===== config.mk =====
export PLATFORM = sky130hd
export DESIGN_NAME = wlt_ctrl
export DESIGN_NICKNAME = d
export VERILOG_FILES = /design/src/rtl/assert_macros.svh /design/src/rtl/wlt_pkg.sv /design/src/rtl/wlt_ctrl.sv
export SDC_FILE = /design/constraint.sdc
export NUM_CORES = 1
export LEC_CHECK = 0
export ABC_AREA = 1
export ABC_CLOCK_PERIOD_IN_PS = 1100
export BUFFER_PORTS_ARGS = -buffer_cell sky130_fd_sc_hd__clkbuf_2
export CAP_MARGIN = 20
export CORE_AREA = 3 3 40 42
export CTS_BUF_LIST = sky130_fd_sc_hd__clkbuf_16
export DETAILED_ROUTE_END_ITERATION = 12
export DIE_AREA = 0 0 43 45
export PLACE_DENSITY = 0.38
export REMOVE_ABC_BUFFERS = 1
export SLEW_MARGIN = 40
export SYNTH_ARGS = -nofsm -noshare
export SYNTH_HDL_FRONTEND = slang
export SYNTH_SLANG_ARGS = --single-unit

===== constraint.sdc =====
create_clock -name clk -period 1.1 [get_ports clk]
set_input_delay 0.22 -clock clk [delete_from_list [all_inputs] [get_ports clk]]
set_output_delay 0.22 -clock clk [all_outputs]
set_load 0.02 [all_outputs]

===== src/rtl/assert_macros.svh =====
// Assertion macros used by the core top level
`ifndef ASSERT_MACROS_SVH
`define ASSERT_MACROS_SVH

// Antecedent holds, consequent must hold in the same cycle
`define ASSERT_SAME(name, clk, rst_n, pre, post) \
    name: assert property (@(posedge clk) disable iff (!rst_n) (pre) |-> (post)) \
        else $error("assertion name failed");

// Antecedent holds, consequent must hold in the following cycle
`define ASSERT_NEXT(name, clk, rst_n, pre, post) \
    name: assert property (@(posedge clk) disable iff (!rst_n) (pre) |=> (post)) \
        else $error("assertion name failed");

`endif


===== src/rtl/wlt_pkg.sv =====
// Shared types, widths and codes of the windowed loudness trigger
package wlt_pkg;

    // Field widths
    localparam int ENERGY_W  = 46;
    localparam int SAMPLES_W = 16;
    localparam int LEVEL_W   = 31;
    localparam int WARMUP_W  = 21;
    localparam int CAUSE_W   = 2;
    localparam int CFG_IDX_W = 2;

    // Defaults for the top-level parameters
    localparam int HISTORY_DEPTH_DEF  = 30;
    localparam int PACKET_SAMPLES_DEF = 48000;

    // Register reset values: peak -20 dB, moderate -31 dB (Q1.30)
    localparam logic [LEVEL_W-1:0] PEAK_LEVEL_RST     = 31'd10737418;
    localparam logic [LEVEL_W-1:0] MODERATE_LEVEL_RST = 31'd852903;

    // Register indexes
    localparam logic [CFG_IDX_W-1:0] CFG_PEAK     = 2'd0;
    localparam logic [CFG_IDX_W-1:0] CFG_MODERATE = 2'd1;
    localparam logic [CFG_IDX_W-1:0] CFG_WARMUP   = 2'd2;

    // Fire causes
    localparam logic [CAUSE_W-1:0] CAUSE_NONE = 2'd0;
    localparam logic [CAUSE_W-1:0] CAUSE_PEAK = 2'd1;
    localparam logic [CAUSE_W-1:0] CAUSE_LONG = 2'd2;

    // Controller to datapath commands
    typedef struct packed {
        logic load;     // take input word, write ring slot, form peak product
        logic sweep;    // issue one ring read
        logic mul;      // form long-term product and warm-up flag
        logic decide;   // load result register, clear energies on fire
    } wlt_cmd_t;

    // Datapath to controller status
    typedef struct packed {
        logic sweep_last;   // current read is the last ring slot
        logic out_free;     // result register can take a new word
    } wlt_status_t;

endpackage


===== src/rtl/wlt_ctrl.sv =====
// Sequencing controller: accept, ring sweep, multiply, decide
module wlt_ctrl (
    input  logic                 clk,
    input  logic                 rst_n,
    input  logic                 in_valid,
    output logic                 in_ready,
    input  wlt_pkg::wlt_status_t status,
    output wlt_pkg::wlt_cmd_t    cmd
);
    import wlt_pkg::*;

    typedef enum logic [2:0] {
        ST_IDLE,
        ST_SUM,
        ST_DRAIN,
        ST_MUL,
        ST_DECIDE
    } state_t;

    state_t state_reg;
    state_t state_next;

    // Next state and commands
    always_comb
    begin
        state_next = state_reg;
        cmd        = '0;
        in_ready   = 1'b0;
        case (state_reg)
            ST_IDLE:
            begin
                in_ready = 1'b1;
                if (in_valid)
                begin
                    cmd.load   = 1'b1;
                    state_next = ST_SUM;
                end
            end
            ST_SUM:
            begin
                cmd.sweep = 1'b1;
                if (status.sweep_last)
                begin
                    state_next = ST_DRAIN;
                end
            end
            ST_DRAIN:
            begin
                // last read data is summed here
                state_next = ST_MUL;
            end
            ST_MUL:
            begin
                cmd.mul    = 1'b1;
                state_next = ST_DECIDE;
            end
            ST_DECIDE:
            begin
                if (status.out_free)
                begin
                    cmd.decide = 1'b1;
                    state_next = ST_IDLE;
                end
            end
            default:
            begin
                state_next = ST_IDLE;
            end
        endcase
    end

    always_ff @(posedge clk or negedge rst_n)
    begin
        if (!rst_n)
        begin
            state_reg <= ST_IDLE;
        end
        else
        begin
            state_reg <= state_next;
        end
    end

endmodule


==> impl_results.md, run 1 <==
- Outcome: finished with violations
- Failing checks: setup timing
- ANT nets after route: 0
- Layout Utilization: 35.1%
- CP Data Required Time: 0.88 ns
- Via density per instance: 3.71
- Library cells used by synthesis: 13
- Final Setup Violations: 6
- Initial antenna violation count: 0
- Max-cap violations: 0
- First-pass detailed-route iteration total: 2
- Synthesized flop and latch total: 3
- Number of synthesized flops with an enable pin: 0
- Commonest cells post-synth: 6 x inv_1, 4 x nand3_1, 3 x dfrtp_1, 3 x inv_2, 3 x nor2_1
- Crit path max fanout: 4
- Gr usage total: under 10%
- First-pass GRT wire length: 855 um
- Synth Area in XOR/XNOR: 0%
- Reg2reg start: state_reg[2]
- Synth async-reset ratio: 100%
- Synth top area cells: dfrtp_1 38%, inv_1 11%, nand3_1 10%
- Largest family of logic cells by synthesized area: simple AND/OR/NAND/NOR gates
- Post-Synthesis Cell Area: 200 sq um
- PortBufs: 9
- Drt total wl: 533 um
- Clock Skew: 0.000128 ns
- Clock root buffer: clkbuf_16
- Total gr overflow: 0
- DRT iter0 DRCs: 4
- YS warnings: 0
- Pwr/cell area: ~3700 nW/um^2
- Avg Cell Area, Syn: 6.90 sq um
- Cts bufs inserted: 3
- Max reg flops: 3
- F_max: between 700 and 800 MHz
- Num Clock Sinks: 3
- Gpl congestion: about 0.73
- Register area share after synthesis: between 30% and 40%
- H-tree Lvls: 1
- Mux contribution to synthesized area: 0%
- Power Total: ~1.6 mW
- Vias: 245
- Die extent in y: 45 um
- Post-synthesis compound-gate area fraction: 4.38%
- Clock tree buffer depth: 2
- # diodes: 0
- Worst VDD drop: ~2 mV
- RSZ-0062 raised after global routing: true
- Mapped Cells: 29
- Startpoint types: register
- CP Launch Point: state_reg[2]
- Post-route cell area: 450 sq um
- Worst-Margin Slew: 0.206 ns
- Detailed placement HPWL: 415 um
- Yosys top cell area share: 37.5%
- Initial Util: 15.6%
- Tmin final: about 1.3 ns
- Placeable Area: ~1300 sq um
- Die width: 43 um
- Prevailing post-synth register cell: dfrtp_1
- Multi-input gate area: 101 sq um
- Die Area: 1940 sq um
- Period utilization: 122%
- WS Path Type: reg -> out
- # DRC: 0
- Final hold vios: 0
- Clk_lat worst skew: 0.22 ns
- Adder-cell share of the synthesized area: 0%
- Crit. End Element: primary output
- Most frequent cell after synthesis: inv_1
- Max-slew headroom: about 86%
- Reg clk slew, reported paths: 0.03 ns
- Synth Area in Simple Gates: roughly two fifths
- Layout Area Growth over Synthesis: 125%
- FILL cells: approximately 150
- Setup WS post-layout: -0.238 ns
- Vias in the first global route: between 200 and 250
- Hold WS: approximately 0.33 ns
- HP Class: in -> async
- Row cnt: 13
- Layout cells sized above 1: 60.8%
- Final number of max-transition violations: 0
- Register area: between 70 and 80 sq um
- CP arrival: 1.12 ns
- Dpl cell area: 317 sq um
- # IOs: 10
- Static leakage: between 0.2 and 0.25 nW
- CTS tree: yes
- Synth area leader: dfrtp_1
- Avg WL per Cell: 8.08 um
- Largest net degree at the start of global routing: 5
- Nets: 57
## per-layer routing
layer / share of wire, % / wire, um / global-route usage (%) / vias up
li1: - / - / - / 133
met1: 44 / 235 / 6.55 / 108
met2: 52 / 276 / 9.28 / 4
met3: 3.9 / 21 / 3.59 / 0
met4: 0 / 0 / 9.04 / 0
met5: 0 / 0 / 0 / -
## logic make-up (layout without fill, tap and decap cells)
kind of cell           after synthesis  in the layout
AOI/OAI and AO/OA                    1              1
buffers and inverters               10             32
DFF                                  3              3
and+or+nand+nor                     15             15
## report_power, final
| part | leakage (nW) | internal (mW) | switching, mW |
|---|---|---|---|
| logic | 0.166 | 0.445 | 0.406 |
| registers | 0.0373 | 0.166 | 0.0687 |
| clock network | 0.0423 | 0.468 | 0.0933 |
| total | 0.246 | 1.08 | 0.568 |
## area by class of cell
cell class | count | area share, %
well taps | 15 | 4.17
flip-flops and latches | 3 | 16.9
multi-input cells | 16 | 22.5
clock buffers | 3 | 16.7
inverters | 10 | 8.33
repair buffers | 18 | 30.6
clock inverters | 1 | 0.833
## cell usage in the layout (no fill, tap or decap), drive strengths merged
cell type | netlist | routed
clkinv | 1 | 1
dfrtp | 3 | 3
nand4 | 2 | 2
o21ai | 1 | 1
clkbuf | 0 | 8
dlygate4sd3 | 0 | 1
nor3 | 2 | 2
nand2 | 2 | 2
nor2 | 4 | 4
buf | 0 | 12
nor4 | 1 | 1
inv | 9 | 10
nand3 | 4 | 4
## metrics by stage
step | setup TNS (ns) | setup slack [ns] | std cells
6_report | -1.18 | -0.238 | 66
3_3_place_gp | -0.106 | -0.0579 | 60
4_1_cts | -1.34 | -0.270 | 66
2_1_floorplan | -0.485 | -0.259 | 29
3_5_place_dp | -0.126 | -0.0613 | 60
5_1_grt | -1.60 | -0.297 | 66
## final timing paths
| path | endpoint | slack [ns] | cells after the start |
|---|---|---|---|
| worst max-delay path | cmd[3] | -0.24 | 4 |
| worst min-delay path | state_reg[1] | 0.33 | 2 |
| worst max register to register | state_reg[1] | -0.08 | 7 |
| worst min register to register | state_reg[2] | 0.61 | 3 |
| max in group asynchronous | state_reg[0] | 0.65 | 2 |
| min in group clk | state_reg[2] | 0.35 | 4 |
## repair_timing
action	in CTS	in global routing
hold buffers	1	0
cloned	0	0
buffers inserted	1	0
resized for setup	7	9
endpoints found under the hold margin	3	0
pin swaps	2	4
endpoints found under the setup margin	5	7
## worst max-delay path, cell delays in order (launching register included)
cell and delay, ns:
dfrtp_1 0.41, nor2_2 0.17, inv_2 0.06, nor3_2 0.10, buf_4 0.16
Note: power is estimated with default switching activity, not from simulation.
==> run 2, diff against run 1 <==
SETUP_SLACK_MARGIN = 0.3   (was default)
==> impl_results.md, run 2 (synthesis results as in run 1) <==
- Reg2reg path depth: 7 (unchanged)
- Clk network pwr share: 32.4% (was 34.1%)
- Worst path bufs/invs: 2 (unchanged)
- Setup WS pre-CTS: -0.0613 ns (unchanged)
- Die extent in y: 45 um (unchanged)
- Die width: 43 um (unchanged)
- Max reg flops: 3 (unchanged)
- Max incr delay on CP: 0.41 ns (about the same)
- Static leakage: 0.251 nW (was 0.246 nW)
- Crit. End Element: primary output (unchanged)
- Max-slew headroom: 86.2% (was 86.1%)
- Final Setup Violations: 6 (unchanged)
- FILL cells: 142 (was 145)
- Layout Utilization: 36.4% (was 35.1%)
- Detailed placement HPWL: 415 um (unchanged)
- Layout cells sized above 1: 64.7% (was 60.8%)
- Met1 Resource Use GR: 6.55% (unchanged)
- Row cnt: 13 (unchanged)
- Clock Skew: 0.000128 ns (unchanged)
- Via density per instance: 3.67 (was 3.71)
- ANT nets after route: 0 (unchanged)
- Drt total wl: 524 um (was 533 um)
- Num Clock Sinks: 3 (unchanged)
- Initial antenna violation count: 0 (unchanged)
- Gr usage total: 6.84% (unchanged)
- H-tree Lvls: 1 (unchanged)
- Clock tree buffer depth: 2 (unchanged)
- First-pass GRT wire length: 855 um (unchanged)
- Met3 Usage GRT: 3.59% (unchanged)
- Delay-heaviest family, CP: flip-flops (unchanged)
- Clock root buffer: clkbuf_16 (unchanged)
- CTS tree: yes (unchanged)
- Die Area: 1940 sq um (unchanged)
- F_max: 747 MHz (about the same)
- P_sw: 0.596 mW (was 0.568 mW)
- GR Layer Usage met2: 9.28% (unchanged)
- # diodes: 0 (unchanged)
- Int Pwr: 1.14 mW (was 1.08 mW)
- PortBufs: 9 (unchanged)
- Avg WL per Cell: 7.94 um (was 8.08 um)
- Pwr/cell area: 3700 nW/um^2 (was 3660 nW/um^2)
- Power Total: 1.73 mW (was 1.65 mW)
- Sequential share of power: 13.5% (was 14.3%)
- RSZ-0062 raised after global routing: true (unchanged)
- Dpl cell area: 317 sq um (unchanged)
- Reg2reg setup slack: -0.07 ns (was -0.08 ns)
- Vias: 242 (was 245)
- Final number of max-transition violations: 0 (unchanged)
- Gpl congestion: 0.731 (unchanged)
- Cts bufs inserted: 3 (unchanged)
- First-pass detailed-route iteration total: 3 (was 2)
- Commonest non-fill, non-tap cells in the layout: 8 x buf_4, 5 x inv_2, 5 x inv_1, 4 x clkbuf_2, 4 x buf_6 (was 11 x buf_4, 6 x inv_1, 4 x inv_2, 4 x nand3_1, 4 x clkbuf_2)
- RR Endpoint: state_reg[1] (unchanged)
- WS Path Type: reg -> out (unchanged)
- CP Data Required Time: 0.88 ns (about the same)
- # DRC: 0 (unchanged)
- HP Class: in -> async (unchanged)
- Max-cap violations: 0 (unchanged)
- Slowest stage cell, crit path: dfrtp_1 (unchanged)
- Comb power frac: 54.0% (was 51.7%)
- Vias in the first global route: 230 (unchanged)
- CP Launch Point: state_reg[2] (unchanged)
- Commonest non-fill, non-tap cell in the layout: buf_4 (unchanged)
- Final hold vios: 0 (unchanged)
- Largest net degree at the start of global routing: 5 (unchanged)
- CP arrival: 1.12 ns (about the same)
- Crit-path cells: nor2_2 > inv_2 > nor3_2 > buf_4 (unchanged)
- Worst VDD drop: 2.05 mV (was 1.95 mV)
- Total gr overflow: 0 (unchanged)
- Reg clk slew, reported paths: 0.03 ns (about the same)
- Tmin final: 1.34 ns (about the same)
- Failing checks: setup timing (unchanged)
- DRT iter0 DRCs: 2 (was 4)
- Post-route cell area: 468 sq um (was 450 sq um)
- Worst-Margin Slew: 0.206 ns (about the same)
- Outcome: finished with violations (unchanged)
- Sw Share: 34.4% (was 34.5%)
- GRT busiest layer: met2 (unchanged)
- Layout Area Growth over Synthesis: 134% (was 125%)
- Setup WS post-layout: -0.239 ns (was -0.238 ns)
- # IOs: 10 (unchanged)
- Clk_lat worst skew: 0.22 ns (about the same)
- Initial Util: 15.6% (unchanged)
- Reg2reg start: state_reg[2] (unchanged)
- Nets: 57 (unchanged)
- Period utilization: 122% (about the same)
- Placeable Area: 1280 sq um (unchanged)
- Crit path max fanout: 4 (unchanged)
- Startpoint types: register (unchanged)
==> run 2: routing by layer <==
layer | vias to the layer above | part of all wire [%] | wire, um
li1 | 133 | - | -
met1 | 105 | 43 | 225
met2 | 4 | 53 | 277
met3 | 0 | 4.0 | 21
met4 | 0 | 0 | 0
met5 | - | 0 | 0
==> run 2: power groups by stage <==
stage / registers (mW) / clock network, mW / logic (mW)
finish: 0.235 / 0.561 / 0.935
global route: 0.242 / 0.587 / 1.02
CTS: 0.227 / 0.576 / 0.862
detailed placement: 0.221 / 0 / 0.711
global placement: 0.222 / 0 / 0.718
floorplan: 0.224 / 0 / 0.378
==> run 2: through the flow <==
| stage | instances | hold WS [ns] | TNS, ns |
|---|---|---|---|
| after floorplan | 29 | -0.0756 | -0.485 |
| after global placement | 60 | 0.0192 | -0.106 |
| after detailed placement | 60 | 0.0179 | -0.126 |
| after CTS | 66 | 0.320 | -1.35 |
| after global routing | 66 | 0.341 | -1.53 |
| final | 66 | 0.327 | -1.14 |
==> run 2: final cells by class <==
cell class | count | area, sq um | share of cell area (%)
clock buffers | 3 | 75.1 | 16.0
well taps | 15 | 18.8 | 4.01
inverters | 10 | 37.5 | 8.02
repair buffers | 18 | 150 | 32.1
clock inverters | 1 | 3.75 | 0.802
multi-input cells | 16 | 106 | 22.7
flip-flops and latches | 3 | 76.3 | 16.3
==> run 2: what timing repair did <==
action	4_1_cts	5_1_grt
gates cloned	0	0
setup buffers	1	0
resized for setup	9	13
endpoints found under the hold margin	3	0
hold buffers	1	0
pin swaps	5	3
setup endpoints to repair	8	8
==> run 2: worst max path at each step <==
stage	endpoint	slack, ns	depth (start not counted)
finish	cmd[3]	-0.24	4
global route	cmd[3]	-0.30	4
CTS	cmd[1]	-0.27	4
detailed placement	cmd[3]	-0.06	4
global placement	cmd[3]	-0.06	4
floorplan	cmd[0]	-0.26	1
==> run 3, diff against run 2 <==
ABC_AREA = 0   (was 1)
PLACE_DENSITY = default   (was 0.38)
PLACE_DENSITY_LB_ADDON = 0.12   (was default)
==> impl_results.md, run 3 <==
- Outcome: finished with violations (unchanged)
- Failing checks: setup timing (unchanged)
- Avg WL per Cell: 10.3 um (was 7.94 um)
- Gpl congestion: 0.588 (was 0.731)
- WS Path Type: reg -> out (unchanged)
- HP Class: in -> reg (was in -> async)
- Startpoint types: register (unchanged)
- RSZ-0062 raised after global routing: true (unchanged)
- Worst VDD drop: 0.751 mV (was 2.05 mV)
- Post-route cell area: 445 sq um (was 468 sq um)
- Die width: 43 um (unchanged)
- Library cells used by synthesis: 14 (was 13)
- Vias: 219 (was 242)
- DRT iter0 DRCs: 2 (unchanged)
- Reg clk slew, reported paths: 0.03 ns (about the same)
- Reg2reg path depth: 4 (was 7)
- Yosys top cell area share: 44.1% (was 37.5%)
- Die extent in y: 45 um (unchanged)
- Layout cells sized above 1: 72.5% (was 64.7%)
- Initial Util: 13.2% (was 15.6%)
- WHS Path Cells: 3
- Layout Utilization: 34.7% (was 36.4%)
- Synth area leader: dfrtp_1 (unchanged)
- Register area: 77.6 sq um (was 76.3 sq um)
- Power Total: 1.50 mW (was 1.73 mW)
- Multi-input gate area: 114 sq um (was 106 sq um)
- Worst hold path endpoint: state_reg[1]
- First-pass GRT wire length: 972 um (was 855 um)
- CP Data Required Time: 0.88 ns (about the same)
- Clock root buffer: clkbuf_16 (unchanged)
- Num Clock Sinks: 3 (unchanged)
- Largest net degree at the start of global routing: 7 (was 5)
- Via density per instance: 3.98 (was 3.67)
- Most frequent cell after synthesis: dfrtp_1 (was inv_1)
- Reg2reg start: state_reg[1] (was state_reg[2])
- Max-slew headroom: 88.5% (was 86.2%)
- # DRC: 0 (unchanged)
- YS warnings: 0 (unchanged)
- Cts bufs inserted: 3 (unchanged)
- Commonest cells post-synth: 3 x dfrtp_1, 2 x a21oi_1 (was 6 x inv_1, 4 x nand3_1, 3 x dfrtp_1, 3 x inv_2, 3 x nor2_1)
- Total gr overflow: 0 (unchanged)
- Period utilization: 121% (was 122%)
- Finished Layout Cells: 55 (was 66)
- Clk_lat worst skew: 0.22 ns (about the same)
- Max reg flops: 3 (unchanged)
- Final Setup Violations: 7 (was 6)
- Mapped Cells: 17 (was 29)
- Nets: 46 (was 57)
- Placeable Area: 1280 sq um (unchanged)
- Layout Area Growth over Synthesis: 162% (was 134%)
- Static leakage: 0.213 nW (was 0.251 nW)
- Die Area: 1940 sq um (unchanged)
- Dpl cell area: 241 sq um (was 317 sq um)
- CP arrival: 1.11 ns (was 1.12 ns)
- Drt total wl: 568 um (was 524 um)
- Commonest non-fill, non-tap cell in the layout: buf_4 (unchanged)
- RR Endpoint: state_reg[0] (was state_reg[1])
- Number of synthesized flops with an enable pin: 0 (unchanged)
- Crit-path cells: nor3_2 > and2_1 > clkbuf_8 (was nor2_2 > inv_2 > nor3_2 > buf_4)
- ANT nets after route: 0 (unchanged)
- Slowest stage cell, crit path: dfrtp_2 (was dfrtp_1)
- Setup WS post-layout: -0.228 ns (was -0.239 ns)
- Pwr/cell area: 3370 nW/um^2 (was 3700 nW/um^2)
- Setup WS pre-CTS: -0.135 ns (was -0.0613 ns)
- Hold WS: 0.257 ns (was 0.327 ns)
- First-pass detailed-route iteration total: 2 (was 3)
- Tmin final: 1.33 ns (was 1.34 ns)
- Worst-Margin Slew: 0.173 ns (was 0.206 ns)
- Synth top area cells: dfrtp_1 44%, and4bb_2 7.4%, a21oi_1 5.9% (was dfrtp_1 38%, inv_1 11%, nand3_1 10%)
- Avg Cell Area, Syn: 10.0 sq um (was 6.90 sq um)
- Max-cap violations: 0 (unchanged)
- TNS Setup: -1.25 ns (was -1.14 ns)
- CTS tree: yes (unchanged)
- Final number of max-transition violations: 0 (unchanged)
- Crit. End Element: primary output (unchanged)
- Crit path max fanout: 5 (was 4)
- Vias in the first global route: 247 (was 230)
- Post-Synthesis Cell Area: 170 sq um (was 200 sq um)
- Max incr delay on CP: 0.43 ns (was 0.41 ns)
- Initial antenna violation count: 0 (unchanged)
- Final hold vios: 0 (unchanged)
- F_max: 753 MHz (was 747 MHz)
- CP Launch Point: state_reg[1] (was state_reg[2])
- PortBufs: 9 (unchanged)
- Hold path startpoint: status[1]
- # IOs: 10 (unchanged)
- DP Cell Count: 42 (was 60)
- # diodes: 0 (unchanged)
- Synthesized flop and latch total: 3 (unchanged)
- Clock Skew: 0.000951 ns (was 0.000128 ns)
- Register area share after synthesis: 44.1% (was 37.5%)
- Synth async-reset ratio: 100% (unchanged)
- FILL cells: 135 (was 142)
- Prevailing post-synth register cell: dfrtp_1 (unchanged)
- Row cnt: 13 (unchanged)
- Commonest non-fill, non-tap cells in the layout: 9 x buf_4, 4 x clkbuf_2, 3 x clkbuf_16, 2 x buf_6, 2 x dfrtp_2 (was 8 x buf_4, 5 x inv_2, 5 x inv_1, 4 x clkbuf_2, 4 x buf_6)
- Gr usage total: 6.84% (unchanged)
- H-tree Lvls: 1 (unchanged)
- Reg2reg setup slack: -0.17 ns (was -0.07 ns)
- Clock tree buffer depth: 2 (unchanged)
## run 3: changes by cell type after synthesis, sizes merged, moves of 2 or more
cell / change
inv: -9
nand3: -4
nor2: -3
a21oi: +2
nand4: -2
## run 3: critical path, delay by kind of cell (launching register included)
kind / cells / cell delay, ns
buffers and inverters: 1 / 0.14
flip-flops: 1 / 0.43
AND/OR/NAND/NOR: 2 / 0.32
## run 3: metal layers
layer	vias up	track usage (%)	routed length, um	part of all wire, %
met1	102	8.25	275	48
met5	-	0	0	0
li1	109	-	-	-
met2	8	10.8	261	46
met4	0	3.61	0	0
met3	0	2.39	31	5.5
## run 3: final cells by class
cell class | count | area share, %
timing repair buffer | 19 | 35.1
multi-input combinational | 14 | 25.6
sequential | 3 | 17.4
clock buffer | 3 | 16.9
tap | 15 | 4.21
clock inverter | 1 | 0.843
## run 3: timing repair
action                                 CTS  global route
setup buffers                            7             1
endpoints found under the hold margin    3             0
setup endpoints to repair                8             8
pin swaps                                3             2
hold buffers                             1             0
resized for setup                       15             5
## run 3: how the worst max path moves through the flow
stage	end	slack, ns	cells past startpoint
detailed placement	cmd[3]	-0.14	3
global placement	cmd[3]	-0.09	3
finish	cmd[3]	-0.23	3
global route	cmd[3]	-0.30	3
CTS	cmd[3]	-0.25	3
floorplan	cmd[3]	-0.42	2
## run 3: report_power, final
group | switching [mW] | total [mW] | internal (mW)
clock | 0.0927 | 0.561 | 0.468
combinational | 0.294 | 0.705 | 0.411
sequential | 0.0691 | 0.235 | 0.166
total | 0.456 | 1.50 | 1.05
## run 3: kinds of logic (layout without fill, tap and decap cells)
logic type | count (synthesis) | count (layout) | synth area share, %
buffers and inverters | 0 | 23 | 0
and+or+nand+nor | 10 | 10 | 42.6
AOI/OAI and AO/OA | 4 | 4 | 13.2
DFF | 3 | 3 | 44.1
